<file path="src/rc4_pkg.sv">
// Shared constants, state and command types for the RC4 keystream generator.
package rc4_pkg;

    localparam int KEY_MAX_DEF   = 256;
    localparam int MAX_BURST_DEF = 64;
    localparam int BYTE_W        = 8;
    localparam int COUNT_W       = 7;

    localparam logic REQ_STREAM = 1'b1;

    typedef enum logic [3:0] {
        ST_IDLE,
        ST_FILL,
        ST_KSA_RD,
        ST_KSA_ACC,
        ST_KSA_WN,
        ST_KSA_WA,
        ST_PRGA_I,
        ST_PRGA_J,
        ST_PRGA_WI,
        ST_PRGA_WJ
    } state_t;

    typedef enum logic [3:0] {
        OP_NONE,
        OP_KEY_BYTE,
        OP_STREAM_LOAD,
        OP_FILL,
        OP_KSA_RD,
        OP_KSA_ACC,
        OP_KSA_WN,
        OP_KSA_WA,
        OP_PRGA_I,
        OP_PRGA_J,
        OP_PRGA_WI,
        OP_PRGA_WJ
    } dp_op_t;

    typedef struct packed {
        logic n_last;
        logic rem_last;
        logic out_free;
    } dp_stat_t;

endpackage

</file>
<file path="src/rc4_req_if.sv">
// Request channel: key bytes and keystream requests.
interface rc4_req_if import rc4_pkg::*; ();
    logic               valid;
    logic               ready;
    logic               req_type;
    logic [BYTE_W-1:0]  key_byte;
    logic               key_byte_valid;
    logic               key_last;
    logic [COUNT_W-1:0] byte_count;

    modport source (
        output valid, req_type, key_byte, key_byte_valid, key_last, byte_count,
        input  ready
    );
    modport sink (
        input  valid, req_type, key_byte, key_byte_valid, key_last, byte_count,
        output ready
    );
endinterface

</file>
<file path="src/rc4_ks_if.sv">
// Keystream channel: one keystream byte per transaction.
interface rc4_ks_if import rc4_pkg::*; ();
    logic              valid;
    logic              ready;
    logic [BYTE_W-1:0] stream_byte;
    logic              last_byte;

    modport source (
        output valid, stream_byte, last_byte,
        input  ready
    );
    modport sink (
        input  valid, stream_byte, last_byte,
        output ready
    );
endinterface

</file>
<file path="src/rc4_ctrl.sv">
// Sequencer for key loading, key schedule and keystream output steps.
module rc4_ctrl import rc4_pkg::*;
(
    input  logic     clk,
    input  logic     rst_n,
    rc4_req_if.sink  req,
    input  dp_stat_t stat,
    output dp_op_t   op
);

    state_t state_reg;
    state_t state_next;

    always_ff @(posedge clk or negedge rst_n)
    begin
        if (!rst_n)
        begin
            state_reg <= ST_IDLE;
        end
        else
        begin
            state_reg <= state_next;
        end
    end

    always_comb
    begin
        state_next = state_reg;
        op         = OP_NONE;
        req.ready  = 1'b0;
        case (state_reg)
            ST_IDLE:
            begin
                req.ready = 1'b1;
                if (req.valid)
                begin
                    if (req.req_type == REQ_STREAM)
                    begin
                        op = OP_STREAM_LOAD;
                        if (req.byte_count != '0)
                        begin
                            state_next = ST_PRGA_I;
                        end
                    end
                    else
                    begin
                        op = OP_KEY_BYTE;
                        if (req.key_last)
                        begin
                            state_next = ST_FILL;
                        end
                    end
                end
            end
            ST_FILL:
            begin
                op = OP_FILL;
                if (stat.n_last)
                begin
                    state_next = ST_KSA_RD;
                end
            end
            ST_KSA_RD:
            begin
                op         = OP_KSA_RD;
                state_next = ST_KSA_ACC;
            end
            ST_KSA_ACC:
            begin
                op         = OP_KSA_ACC;
                state_next = ST_KSA_WN;
            end
            ST_KSA_WN:
            begin
                op         = OP_KSA_WN;
                state_next = ST_KSA_WA;
            end
            ST_KSA_WA:
            begin
                op         = OP_KSA_WA;
                state_next = stat.n_last ? ST_IDLE : ST_KSA_RD;
            end
            ST_PRGA_I:
            begin
                // hold until the output register is sure to be free at write-back
                if (stat.out_free)
                begin
                    op         = OP_PRGA_I;
                    state_next = ST_PRGA_J;
                end
            end
            ST_PRGA_J:
            begin
                op         = OP_PRGA_J;
                state_next = ST_PRGA_WI;
            end
            ST_PRGA_WI:
            begin
                op         = OP_PRGA_WI;
                state_next = ST_PRGA_WJ;
            end
            ST_PRGA_WJ:
            begin
                op         = OP_PRGA_WJ;
                state_next = stat.rem_last ? ST_IDLE : ST_PRGA_I;
            end
            default:
            begin
                state_next = ST_IDLE;
            end
        endcase
    end

endmodule

</file>
<file path="src/rc4_dp.sv">
// Permutation and key memories, indices and output register.
module rc4_dp import rc4_pkg::*;
#(
    parameter int KEY_MAX   = KEY_MAX_DEF,
    parameter int MAX_BURST = MAX_BURST_DEF
)
(
    input  logic               clk,
    input  logic               rst_n,
    input  dp_op_t             op,
    input  logic [BYTE_W-1:0]  key_byte,
    input  logic               key_byte_valid,
    input  logic [COUNT_W-1:0] byte_count,
    output dp_stat_t           stat,
    rc4_ks_if.source           ks
);

    localparam int KAW = (KEY_MAX > 1) ? $clog2(KEY_MAX) : 1;
    localparam int KLW = $clog2(KEY_MAX + 1);
    localparam int CW  = $clog2(MAX_BURST + 1);
    localparam int PERM_DEPTH = 1 << BYTE_W;

    logic [BYTE_W-1:0] perm_mem [PERM_DEPTH];
    logic [BYTE_W-1:0] key_mem  [KEY_MAX];

    logic [BYTE_W-1:0] perm_q_reg;
    logic [BYTE_W-1:0] key_q_reg;
    logic              perm_we;
    logic [BYTE_W-1:0] perm_wa;
    logic [BYTE_W-1:0] perm_wd;
    logic [BYTE_W-1:0] perm_ra;
    logic              key_we;
    logic [KAW-1:0]    key_ra;

    logic              keyed_reg, keyed_next;
    logic [BYTE_W-1:0] i_reg, i_next;
    logic [BYTE_W-1:0] j_reg, j_next;
    logic [BYTE_W-1:0] n_reg, n_next;
    logic [BYTE_W-1:0] acc_reg, acc_next;
    logic [KAW-1:0]    kpos_reg, kpos_next;
    logic [KLW-1:0]    key_len_reg, key_len_next;
    logic [CW-1:0]     rem_reg, rem_next;
    logic              out_valid_reg, out_valid_next;
    logic [BYTE_W-1:0] a_reg, a_next;
    logic [BYTE_W-1:0] b_reg, b_next;
    logic [BYTE_W-1:0] t_reg, t_next;
    logic [BYTE_W-1:0] out_byte_reg, out_byte_next;
    logic              out_last_reg, out_last_next;

    logic [BYTE_W-1:0] s_q;
    logic [BYTE_W-1:0] kb;
    logic [BYTE_W-1:0] acc_sum;
    logic [BYTE_W-1:0] i_inc;
    logic [BYTE_W-1:0] j_sum;
    logic [BYTE_W-1:0] ab_sum;
    logic [KLW-1:0]    kpos_inc;
    logic [CW-1:0]     count_sat;
    logic [BYTE_W-1:0] ks_val;

    // the table reads as all zero until the first key schedule fills it
    assign s_q       = perm_q_reg & {BYTE_W{keyed_reg}};
    assign kb        = (key_len_reg == '0) ? '0 : key_q_reg;
    assign acc_sum   = acc_reg + kb + s_q;
    assign i_inc     = i_reg + BYTE_W'(1);
    assign j_sum     = j_reg + s_q;
    assign ab_sum    = a_reg + s_q;
    assign kpos_inc  = KLW'(kpos_reg) + KLW'(1);
    assign count_sat = (byte_count > COUNT_W'(MAX_BURST)) ? CW'(MAX_BURST)
                                                           : byte_count[CW-1:0];

    // both writes of the swap land after the read of S[i+j]: forward them
    assign ks_val = (t_reg == j_reg) ? a_reg :
                    (t_reg == i_reg) ? b_reg : s_q;

    assign stat.n_last   = (n_reg == '1);
    assign stat.rem_last = (rem_reg == CW'(1));
    assign stat.out_free = !out_valid_reg || ks.ready;

    assign ks.valid       = out_valid_reg;
    assign ks.stream_byte = out_byte_reg;
    assign ks.last_byte   = out_last_reg;

    always_comb
    begin
        keyed_next     = keyed_reg;
        i_next         = i_reg;
        j_next         = j_reg;
        n_next         = n_reg;
        acc_next       = acc_reg;
        kpos_next      = kpos_reg;
        key_len_next   = key_len_reg;
        rem_next       = rem_reg;
        a_next         = a_reg;
        b_next         = b_reg;
        t_next         = t_reg;
        out_byte_next  = out_byte_reg;
        out_last_next  = out_last_reg;
        out_valid_next = out_valid_reg && !ks.ready;
        perm_we        = 1'b0;
        perm_wa        = n_reg;
        perm_wd        = n_reg;
        perm_ra        = i_reg;
        key_we         = 1'b0;
        key_ra         = kpos_reg;
        case (op)
            OP_KEY_BYTE:
            begin
                // drop bytes past the key buffer depth
                if (key_byte_valid && (key_len_reg < KLW'(KEY_MAX)))
                begin
                    key_we       = 1'b1;
                    key_len_next = key_len_reg + KLW'(1);
                end
            end
            OP_STREAM_LOAD:
            begin
                rem_next = count_sat;
            end
            OP_FILL:
            begin
                perm_we    = 1'b1;
                n_next     = n_reg + BYTE_W'(1);
                keyed_next = 1'b1;
                i_next     = '0;
                j_next     = '0;
                acc_next   = '0;
                kpos_next  = '0;
            end
            OP_KSA_RD:
            begin
                perm_ra = n_reg;
            end
            OP_KSA_ACC:
            begin
                a_next   = s_q;
                acc_next = acc_sum;
                perm_ra  = acc_sum;
            end
            OP_KSA_WN:
            begin
                perm_we = 1'b1;
                perm_wd = s_q;
            end
            OP_KSA_WA:
            begin
                perm_we   = 1'b1;
                perm_wa   = acc_reg;
                perm_wd   = a_reg;
                n_next    = n_reg + BYTE_W'(1);
                kpos_next = (kpos_inc >= key_len_reg) ? '0 : kpos_inc[KAW-1:0];
                if (n_reg == '1)
                begin
                    key_len_next = '0;
                end
            end
            OP_PRGA_I:
            begin
                i_next  = i_inc;
                perm_ra = i_inc;
            end
            OP_PRGA_J:
            begin
                a_next  = s_q;
                j_next  = j_sum;
                perm_ra = j_sum;
            end
            OP_PRGA_WI:
            begin
                b_next  = s_q;
                perm_we = 1'b1;
                perm_wa = i_reg;
                perm_wd = s_q;
                t_next  = ab_sum;
                perm_ra = ab_sum;
            end
            OP_PRGA_WJ:
            begin
                perm_we        = 1'b1;
                perm_wa        = j_reg;
                perm_wd        = a_reg;
                out_valid_next = 1'b1;
                out_byte_next  = ks_val;
                out_last_next  = (rem_reg == CW'(1));
                rem_next       = rem_reg - CW'(1);
            end
            default:
            begin
            end
        endcase
    end

    always_ff @(posedge clk)
    begin
        if (perm_we)
        begin
            perm_mem[perm_wa] <= perm_wd;
        end
        perm_q_reg <= perm_mem[perm_ra];
    end

    always_ff @(posedge clk)
    begin
        if (key_we)
        begin
            key_mem[key_len_reg[KAW-1:0]] <= key_byte;
        end
        key_q_reg <= key_mem[key_ra];
    end

    always_ff @(posedge clk or negedge rst_n)
    begin
        if (!rst_n)
        begin
            keyed_reg     <= 1'b0;
            i_reg         <= '0;
            j_reg         <= '0;
            n_reg         <= '0;
            acc_reg       <= '0;
            kpos_reg      <= '0;
            key_len_reg   <= '0;
            rem_reg       <= '0;
            out_valid_reg <= 1'b0;
        end
        else
        begin
            keyed_reg     <= keyed_next;
            i_reg         <= i_next;
            j_reg         <= j_next;
            n_reg         <= n_next;
            acc_reg       <= acc_next;
            kpos_reg      <= kpos_next;
            key_len_reg   <= key_len_next;
            rem_reg       <= rem_next;
            out_valid_reg <= out_valid_next;
        end
    end

    always_ff @(posedge clk)
    begin
        a_reg        <= a_next;
        b_reg        <= b_next;
        t_reg        <= t_next;
        out_byte_reg <= out_byte_next;
        out_last_reg <= out_last_next;
    end

endmodule

</file>
<file path="src/rc4_keystream_generator.sv">
// Top level of the RC4 keystream generator.
//
//  channel | role   | payload                                              | transaction
//  req     | sink   | req_type, key_byte, key_byte_valid, key_last, count  | key byte or request
//  ks      | source | stream_byte, last_byte                               | one keystream byte
//
// The item with key_last fills the permutation memory with the identity and then
// runs 256 swap steps of the key schedule, with the request channel held off.
// Each keystream byte is built in the steps PRGA_I, PRGA_J, PRGA_WI and PRGA_WJ in
// turn, as the permutation memory has a single read and write port; the next byte
// starts only once the byte in the output register is free or being taken.
// Reset clears indices, key length and the output valid; the table reads as zero.
module rc4_keystream_generator import rc4_pkg::*;
#(
    parameter int KEY_MAX   = KEY_MAX_DEF,
    parameter int MAX_BURST = MAX_BURST_DEF
)
(
    input  logic      clk,
    input  logic      rst_n,
    rc4_req_if.sink   req,
    rc4_ks_if.source  ks
);

    dp_op_t   op;
    dp_stat_t stat;

    rc4_ctrl u_ctrl (
        .clk   (clk),
        .rst_n (rst_n),
        .req   (req),
        .stat  (stat),
        .op    (op)
    );

    rc4_dp #(
        .KEY_MAX   (KEY_MAX),
        .MAX_BURST (MAX_BURST)
    ) u_dp (
        .clk            (clk),
        .rst_n          (rst_n),
        .op             (op),
        .key_byte       (req.key_byte),
        .key_byte_valid (req.key_byte_valid),
        .byte_count     (req.byte_count),
        .stat           (stat),
        .ks             (ks)
    );

endmodule

</file>
<file path="src/flat_wrapper.sv">
// flat-port wrapper written by rule: the top's interface ports become plain ports
module rc4_keystream_generator_flat import rc4_pkg::*;
#(
    parameter int KEY_MAX   = KEY_MAX_DEF,
    parameter int MAX_BURST = MAX_BURST_DEF
)
  (clk, rst_n, req_valid, req_req_type, req_key_byte, req_key_byte_valid, req_key_last, req_byte_count, req_ready, ks_valid, ks_stream_byte, ks_last_byte, ks_ready);
  rc4_req_if req_i ();
  rc4_ks_if ks_i ();
  input  logic clk;
  input  logic rst_n;
  input wire logic [$bits(req_i.valid)-1:0] req_valid;
  input wire logic [$bits(req_i.req_type)-1:0] req_req_type;
  input wire logic [$bits(req_i.key_byte)-1:0] req_key_byte;
  input wire logic [$bits(req_i.key_byte_valid)-1:0] req_key_byte_valid;
  input wire logic [$bits(req_i.key_last)-1:0] req_key_last;
  input wire logic [$bits(req_i.byte_count)-1:0] req_byte_count;
  output wire logic [$bits(req_i.ready)-1:0] req_ready;
  output wire logic [$bits(ks_i.valid)-1:0] ks_valid;
  output wire logic [$bits(ks_i.stream_byte)-1:0] ks_stream_byte;
  output wire logic [$bits(ks_i.last_byte)-1:0] ks_last_byte;
  input wire logic [$bits(ks_i.ready)-1:0] ks_ready;
  assign req_i.valid = req_valid;
  assign req_i.req_type = req_req_type;
  assign req_i.key_byte = req_key_byte;
  assign req_i.key_byte_valid = req_key_byte_valid;
  assign req_i.key_last = req_key_last;
  assign req_i.byte_count = req_byte_count;
  assign req_ready = req_i.ready;
  assign ks_valid = ks_i.valid;
  assign ks_stream_byte = ks_i.stream_byte;
  assign ks_last_byte = ks_i.last_byte;
  assign ks_i.ready = ks_ready;
  rc4_keystream_generator #(.KEY_MAX(KEY_MAX), .MAX_BURST(MAX_BURST)) u_core (.clk(clk), .rst_n(rst_n), .req(req_i), .ks(ks_i));
endmodule
</file>
<file path="config.mk">
export PLATFORM = sky130hd
export DESIGN_NAME = rc4_keystream_generator_flat
export DESIGN_NICKNAME = d
export VERILOG_FILES = /design/src/rc4_pkg.sv /design/src/rc4_req_if.sv /design/src/rc4_ks_if.sv /design/src/rc4_ctrl.sv /design/src/rc4_dp.sv /design/src/rc4_keystream_generator.sv /design/src/flat_wrapper.sv
export SDC_FILE = /design/constraint.sdc
export NUM_CORES = 2
export LEC_CHECK = 0
export BUFFER_PORTS_ARGS = -buffer_cell sky130_fd_sc_hd__buf_2
export CORE_ASPECT_RATIO = 0.6
export CORE_UTILIZATION = 50
export CTS_CLUSTER_DIAMETER = 40
export DETAILED_ROUTE_END_ITERATION = 7
export HOLD_SLACK_MARGIN = 0.12
export PLACE_DENSITY = 0.65
export SYNTH_ARGS = -nofsm -noshare
export SYNTH_HDL_FRONTEND = slang
export SYNTH_HIERARCHICAL = 1
export SYNTH_SLANG_ARGS = --single-unit
</file>
<file path="constraint.sdc">
create_clock -name clk -period 18.9 [get_ports clk]
set_input_delay 1.89 -clock clk [delete_from_list [all_inputs] [get_ports clk]]
set_output_delay 1.89 -clock clk [all_outputs]
set_load 0.1 [all_outputs]
</file>
Yosys cells after proc, flatten, opt, wreduce, memory -nomap -nowiden
Memories as Yosys holds them, arrays and structs flattened. A register that Yosys moved wholly into a read port is not among the register bits.
Index checks and enable logic that the tools add are counted.
W data, S select, Z words.
{"block": "word_totals", "ff_bits": 95, "latchBits": 0, "ramBits": 4096, "mem_bits_ro": 0, "memories": 2}
{"block": "op_classes", "n_addsub": 9, "mul": 0, "n_div": 0, "n_lt_le_gt_ge": 3, "n_eq_ne": 31, "shift": 0, "n_mux": 38, "bitwise": 1, "reduce_logical": 21}
{"memory": "u_core.u_dp.key_mem", "depth": 256, "word_bits": 8, "rd": 1, "rd_ports_with_merged_regs": 1, "write_ports": 1, "line": "rc4_dp.sv:24", "rtl": "logic [BYTE_W-1:0] key_mem [KEY_MAX];"}
{"memory": "u_core.u_dp.perm_mem", "depth": 256, "word_bits": 8, "rd": 1, "rd_ports_with_merged_regs": 1, "write_ports": 1, "line": "rc4_dp.sv:23", "rtl": "logic [BYTE_W-1:0] perm_mem [PERM_DEPTH];"}
{"operator": "$pmux W4 S10", "count": 2}
{"operator": "$pmux W8 S2", "count": 5}
{"operator": "$pmux W8 S5", "count": 1}
{"operator": "$add A8 B8 Y8", "count": 4}
{"operator": "$eq A4 B3 Y1 const B", "count": 8}
{"operator": "$mux W8", "count": 4}
{"operator": "$mux W4", "count": 7}
{"operator": "$eq A4 B4 Y1 const B", "count": 6}
{"operator": "$pmux W8 S3", "count": 1}
{"operator": "$mux W9", "count": 2}
{"operator": "$pmux W9 S2", "count": 1}
{"operator": "$add A8 B1 Y8 const B", "count": 2}
{"operator": "$eq A4 B2 Y1 const B", "count": 4}
{"operator": "$eq A8 B8 Y1", "count": 2}
{"operator": "$pmux W7 S2", "count": 1}
{"operator": "$reduce_bool A2 Y1", "count": 6}
{"operator": "$add A8 B1 Y9 const B", "count": 1}
{"operator": "$add A9 B1 Y9 const B", "count": 1}
{"operator": "$ge A9 B9 Y1", "count": 1}
{"operator": "$logic_not A9 Y1", "count": 1}
{"operator": "$lt A9 B9 Y1 const B", "count": 1}
{"operator": "$mux W1", "count": 9}
{"operator": "$and A8 B8 Y8", "count": 1}
{"operator": "$eq A4 B1 Y1 const B", "count": 2}
{"operator": "19 further kinds", "count": 30}

Logic depth before layout (Yosys ltp)
{"block": "depth", "word_depth": 9, "ltp_mapped": 22, "depth_no_buf": 19}

Hierarchy
Netlist, hierarchy kept.
{"module": "rc4_dp", "instances": 1, "cells_each": 9087, "area_per_inst_um2": 166795.0, "seq_area_each_um2": 125760.6}
{"module": "rc4_ctrl", "instances": 1, "cells_each": 54, "area_per_inst_um2": 410.4, "seq_area_each_um2": 100.1}

Least setup slack after synthesis
No wires, ideal clock.
{"block": "synth_timing", "kind": "input -> register", "from": "input ks_ready", "to": "memory u_core.u_dp.perm_mem[0][5], data pin", "arrival_time_ns": 10.294, "t_required_ns": 17.321, "setup_slack_ns": 7.026, "stages": 10, "path_buffers": 3, "cell_sequence": "nand2b_1 > nor2_1 > o22ai_1 > buf_4 > buf_6 > xnor2_2 > nor2_1 > clkbuf_1 > nor2_1 > a21oi_1"}
{"block": "synth_via", "elab_chain_cells": 6, "elab_cells_between_ends": 10}
{"element": "from (decl)", "line": "flat_wrapper.sv:22", "rtl": "input wire logic [$bits(ks_i.ready)-1:0] ks_ready;"}
{"element": "$logic_or A1 B1 Y1 *", "line": "rc4_dp.sv:77", "rtl": "assign stat.out_free = !out_valid_reg || ks.ready;"}
{"element": "$mux W4 *", "line": "rc4_ctrl.sv:86", "rtl": "if (stat.out_free)"}
{"element": "$pmux W4 S10 *", "line": "rc4_ctrl.sv:31", "rtl": "case (state_reg)"}
{"element": "via u_core.op[3]", "line": "rc4_keystream_generator.sv:25", "rtl": "dp_op_t op;"}
{"element": "$eq A4 B3 Y1 / $eq A4 B4 Y1 (equally long branches)", "line": "rc4_dp.sv:105", "rtl": "case (op)"}
{"element": "$reduce_or A2 Y1 (no source line)"}
{"element": "$pmux W8 S2 *", "line": "rc4_dp.sv:105"}
{"element": "via u_core.u_dp.perm_wd[5]", "line": "rc4_dp.sv:30", "rtl": "logic [BYTE_W-1:0] perm_wd;"}
{"element": "to (decl)", "line": "rc4_dp.sv:23"}
The timed path passes the listed nets; every way through them passes the cells marked *.

Worst setup path in the final report
{"block": "layout_timing", "from": "input req_req_type", "to": "register u_core.u_dp.perm_q_reg[2], read port of u_core.u_dp.perm_mem"}
{"block": "layout_via", "elab_chain_cells": 5, "elab_cells_between_ends": 9}
{"element": "from (decl)", "line": "flat_wrapper.sv:13", "rtl": "input wire logic [$bits(req_i.req_type)-1:0] req_req_type;"}
{"element": "$mux W2 *", "line": "rc4_ctrl.sv:37", "rtl": "if (req.req_type == REQ_STREAM)"}
{"element": "$mux W2 *", "line": "rc4_ctrl.sv:35", "rtl": "if (req.valid)"}
{"element": "$pmux W4 S10 *", "line": "rc4_ctrl.sv:31"}
{"element": "via u_core.op[1]", "line": "rc4_keystream_generator.sv:25"}
{"element": "$eq A4 B4 Y1 / $eq A4 B3 Y1 (equally long branches)", "line": "rc4_dp.sv:105"}
{"element": "$pmux W8 S5 *", "line": "rc4_dp.sv:105"}
{"element": "to (decl)", "line": "rc4_dp.sv:26", "rtl": "logic [BYTE_W-1:0] perm_q_reg;"}
Marked as above.
A chain may end at the register's enable or synchronous reset.

==> flow_summary.yaml <==
outcome:
  status: "complete, but fails checks"
  violations: "max-capacitance violations, max-slew violations"
synthesis:
  synth_seq_area_share_pct: 75.27
  yosys_warnings: 6
  dominantRegCellSynth: "edfxtp_1"
  syn_inst: 9141
  syn_area_per_cell_um2: 18.29
  syn_nets: 9211
  synthDistinctLibCells: 107
  synth_edf_count: 4129
  ys_async_sr_fraction_pct: 1.474
  synth_seq_cells: 4207
  synth_area_um2: 167200
drt:
  wl_per_cell_um: 34.53
  wirelength_um: 486700
  ant_nets: 0
  vias: 94170
  first_pass_iters: 7
  viasPerCell: 6.682
  remaining_drc_errors: 0
  drt-initial-drc-count: 17260
power_and_ir_drop:
  p_per_area_nw_per_um2: 99.39
  leakagePower_nw: 59.12
  peakVddDrop_v: 0.00007631
cells_and_area:
  final_util_pct: 55.93
  fill_cells: 24970
  area_delta_synth_final_pct: 11.33
  drive_above_1_share_pct: 19.48
  final_nets: 9314
floorplanning:
  ios: 33
  start_util_pct: 50.24
  rows: 164
  core_area_um2: 332800
  die-area_um2: 336800
  fp.dieW_um: 748.6
  die-height_um: 449.9
grt:
  grt_usage_pct: 28.46
  grt_pass1_vias: 87350
  grt_max_degree: 192
  gr-total-overflow: 0
  grt_pass1_wl_um: 679600
  antenna_found_initial: 48
cts:
  cts.sink_count: 4207
  cts_setup_buffers: 0
  cts_made_buffers: 413
  cts_tree: "yes"
  path_clk_slew_ns: 0.07
  htree_levels: 5
  cts_resized: 0
  insertion_delay_ns: 1.00
  clockBufferDepth: 4
  root_buffer: "clkbuf_16"
  holdBufCountCts: 0
place:
  place.gp.congestion: 0.9394
  place_hpwl_um: 300900
  io_buffer_count: 32
timing:
  final.setup.tns_ns: 0
  maxClockFrequency_ghz: 0.1171
  finalSetupViolCount: 0
  fin_worst_skew_ns: 0.1049
  worst_slew_pin_slew_ns: 1.564
  hold_viol: 0
  slew_violations: 2
  rsz0062_at_grt: "false"
  period_needed_ns: 8.540
  max_slew_margin_pct: -5.222
  post-route-period-util_pct: 45.18
worst_setup_path:
  critPathMaxFanout: 124
  worstSetupPathType: "in -> reg"
  crit_required_ns: 19.63
  critPathLaunchType: "primary input"
  reg2regPathDepth: 20
  end_kind: "flip-flop"
  cp.arrival_ns: 9.27
hold_path:
  min_path_cells: 1
  hold_class: "reg -> reg"
flow_run:
  maxCapViolCount: 2
cell usage after synthesis (26+ instances only):
| library cell | number | area (µm²) |
|---|---|---|
| edfxtp_1 | 4129 | 124000 |
| nand2_1 | 1078 | 4046 |
| mux4_2 | 870 | 19590 |
| nor2_1 | 660 | 2477 |
| nand3_1 | 302 | 1511 |
| clkbuf_1 | 263 | 987.2 |
| a21oi_1 | 176 | 880.8 |
| mux2i_1 | 140 | 1401 |
| buf_2 | 126 | 630.6 |
| o21ai_0 | 91 | 455.4 |
| and3_1 | 90 | 563.0 |
| buf_1 | 82 | 307.8 |
| a22oi_1 | 79 | 593.1 |
| a31oi_1 | 76 | 475.5 |
| a32oi_1 | 65 | 569.3 |
| dfrtp_1 | 62 | 1551 |
| nor3_1 | 50 | 250.2 |
| inv_1 | 49 | 183.9 |
| nand4_1 | 46 | 287.8 |
| ha_1 | 38 | 475.5 |
| a311oi_1 | 36 | 315.3 |
| buf_4 | 36 | 270.3 |
| a221oi_1 | 31 | 271.5 |
| buf_6 | 30 | 337.8 |
| a211oi_1 | 28 | 210.2 |
| nor4_1 | 27 | 168.9 |
| o211ai_1 | 27 | 202.7 |
| o22ai_1 | 27 | 168.9 |
| xor2_1 | 26 | 227.7 |
layer usage:
layer | GRT usage, % | vias to the layer above | part of all wire (%)
met4 | 6.428 | 28 | 2.3
li1 | - | 36940 | -
met1 | 44.86 | 48990 | 41
met3 | 13.12 | 838 | 18
met5 | 0.9771 | - | 0.074
met2 | 35.48 | 7365 | 39
worst paths after layout:
kind	slack, ns	start	endpoint
worst max-delay path	10.36	req_req_type	u_core/u_dp/perm_q_reg[2]
worst min-delay path	0.55	u_core/u_dp/rem_reg[5]	u_core/u_dp/rem_reg[5]
worst max register to register	10.68	u_core/u_dp/key_len_reg[0]	u_core/u_dp/perm_q_reg[3]
worst min register to register	0.55	u_core/u_dp/rem_reg[5]	u_core/u_dp/rem_reg[5]
max in group asynchronous	17.12	rst_n	u_core/u_dp/key_ra[1]
min in group asynchronous	1.02	rst_n	u_core/u_dp/key_len_reg[8]
metrics by stage:
step	hold WS (ns)	cell area, µm²	total power [W]	worst slack, ns	cells
2_1_floorplan	0.4694	167200	0.01036	7.026	9141
3_3_place_gp	0.4945	172500	0.01044	9.588	13310
3_5_place_dp	0.5159	172500	0.01045	9.697	13310
4_1_cts	0.5227	186100	0.01859	10.68	14070
5_1_grt	0.5644	186100	0.01895	10.24	14070
6_report	0.5513	186200	0.01850	10.36	14090
worst max-delay path: stages:
cell       delay (ns)
buf_2            0.17
a2111oi_0        0.19
a211oi_4         0.24
buf_4            0.38
nand4bb_2        0.24
inv_1            0.58
buf_4            0.35
nand2_1          0.11
and2_1           0.30
a21oi_4          0.23
buf_12           0.58
buf_4            0.80
buf_4            0.74
mux2_2           0.41
o221ai_1         0.15
o21ai_0          0.12
a31o_2           0.26
o31ai_1          1.15
o32ai_1          0.20
placed cells by master (no fill, tap or decap), types with 27 or more instances in the layout:
| master | synthesis | final |
|---|---|---|
| dfrtp_1 | 62 | 57 |
| a221oi_1 | 31 | 31 |
| mux4_2 | 870 | 870 |
| clkbuf_16 | 0 | 423 |
| ha_1 | 38 | 38 |
| a32oi_1 | 65 | 65 |
| bufinv_16 | 0 | 36 |
| a31oi_1 | 76 | 76 |
| a22oi_1 | 79 | 79 |
| o21ai_0 | 91 | 89 |
| nor3_1 | 50 | 48 |
| clkbuf_1 | 263 | 60 |
| clkinv_2 | 0 | 56 |
| clkinvlp_4 | 0 | 42 |
| nand3_1 | 302 | 290 |
| nand2_1 | 1078 | 1066 |
| o211ai_1 | 27 | 27 |
| nand4_1 | 46 | 46 |
| and3_1 | 90 | 90 |
| nor2_1 | 660 | 644 |
| clkinv_1 | 0 | 68 |
| a21oi_1 | 176 | 167 |
| inv_1 | 49 | 49 |
| edfxtp_1 | 4129 | 4129 |
| buf_4 | 36 | 188 |
| a311oi_1 | 36 | 35 |
| mux2i_1 | 140 | 140 |
layout make-up:
type / count / area, µm² / area share, %
multi-input combinational: 4336 / 38930 / 20.91
tap: 4482 / 5608 / 3.012
clock buffer: 493 / 10950 / 5.881
sequential: 4207 / 125900 / 67.62
clock inverter: 263 / 2595 / 1.394
inverter: 51 / 191.4 / 0.1028
antenna: 26 / 65.06 / 0.03495
timing repair buffer: 235 / 1944 / 1.044
cell families (layout without fill, tap and decap cells):
logic type | count (synthesis) | in the layout | share of synthesized area [%]
mux | 1028 | 1028 | 12.68
fa+ha+maj | 48 | 48 | 0.4041
buf+inv | 598 | 1042 | 1.735
xor+xnor | 52 | 52 | 0.2851
flops | 4207 | 4207 | 75.27
other cells | 0 | 26 | 0
simple gates | 2388 | 2388 | 6.174
compound gates | 820 | 820 | 3.451
report_power, final:
group | total, W | internal [W] | switching (W)
sequential | 0.0102 | 0.0102 | 0
combinational | 0.0000850 | 0.00000540 | 0.0000796
clock | 0.00826 | 0.00466 | 0.00360
total | 0.0185 | 0.0148 | 0.00368
No activity file was read; power rests on OpenSTA's default activity.
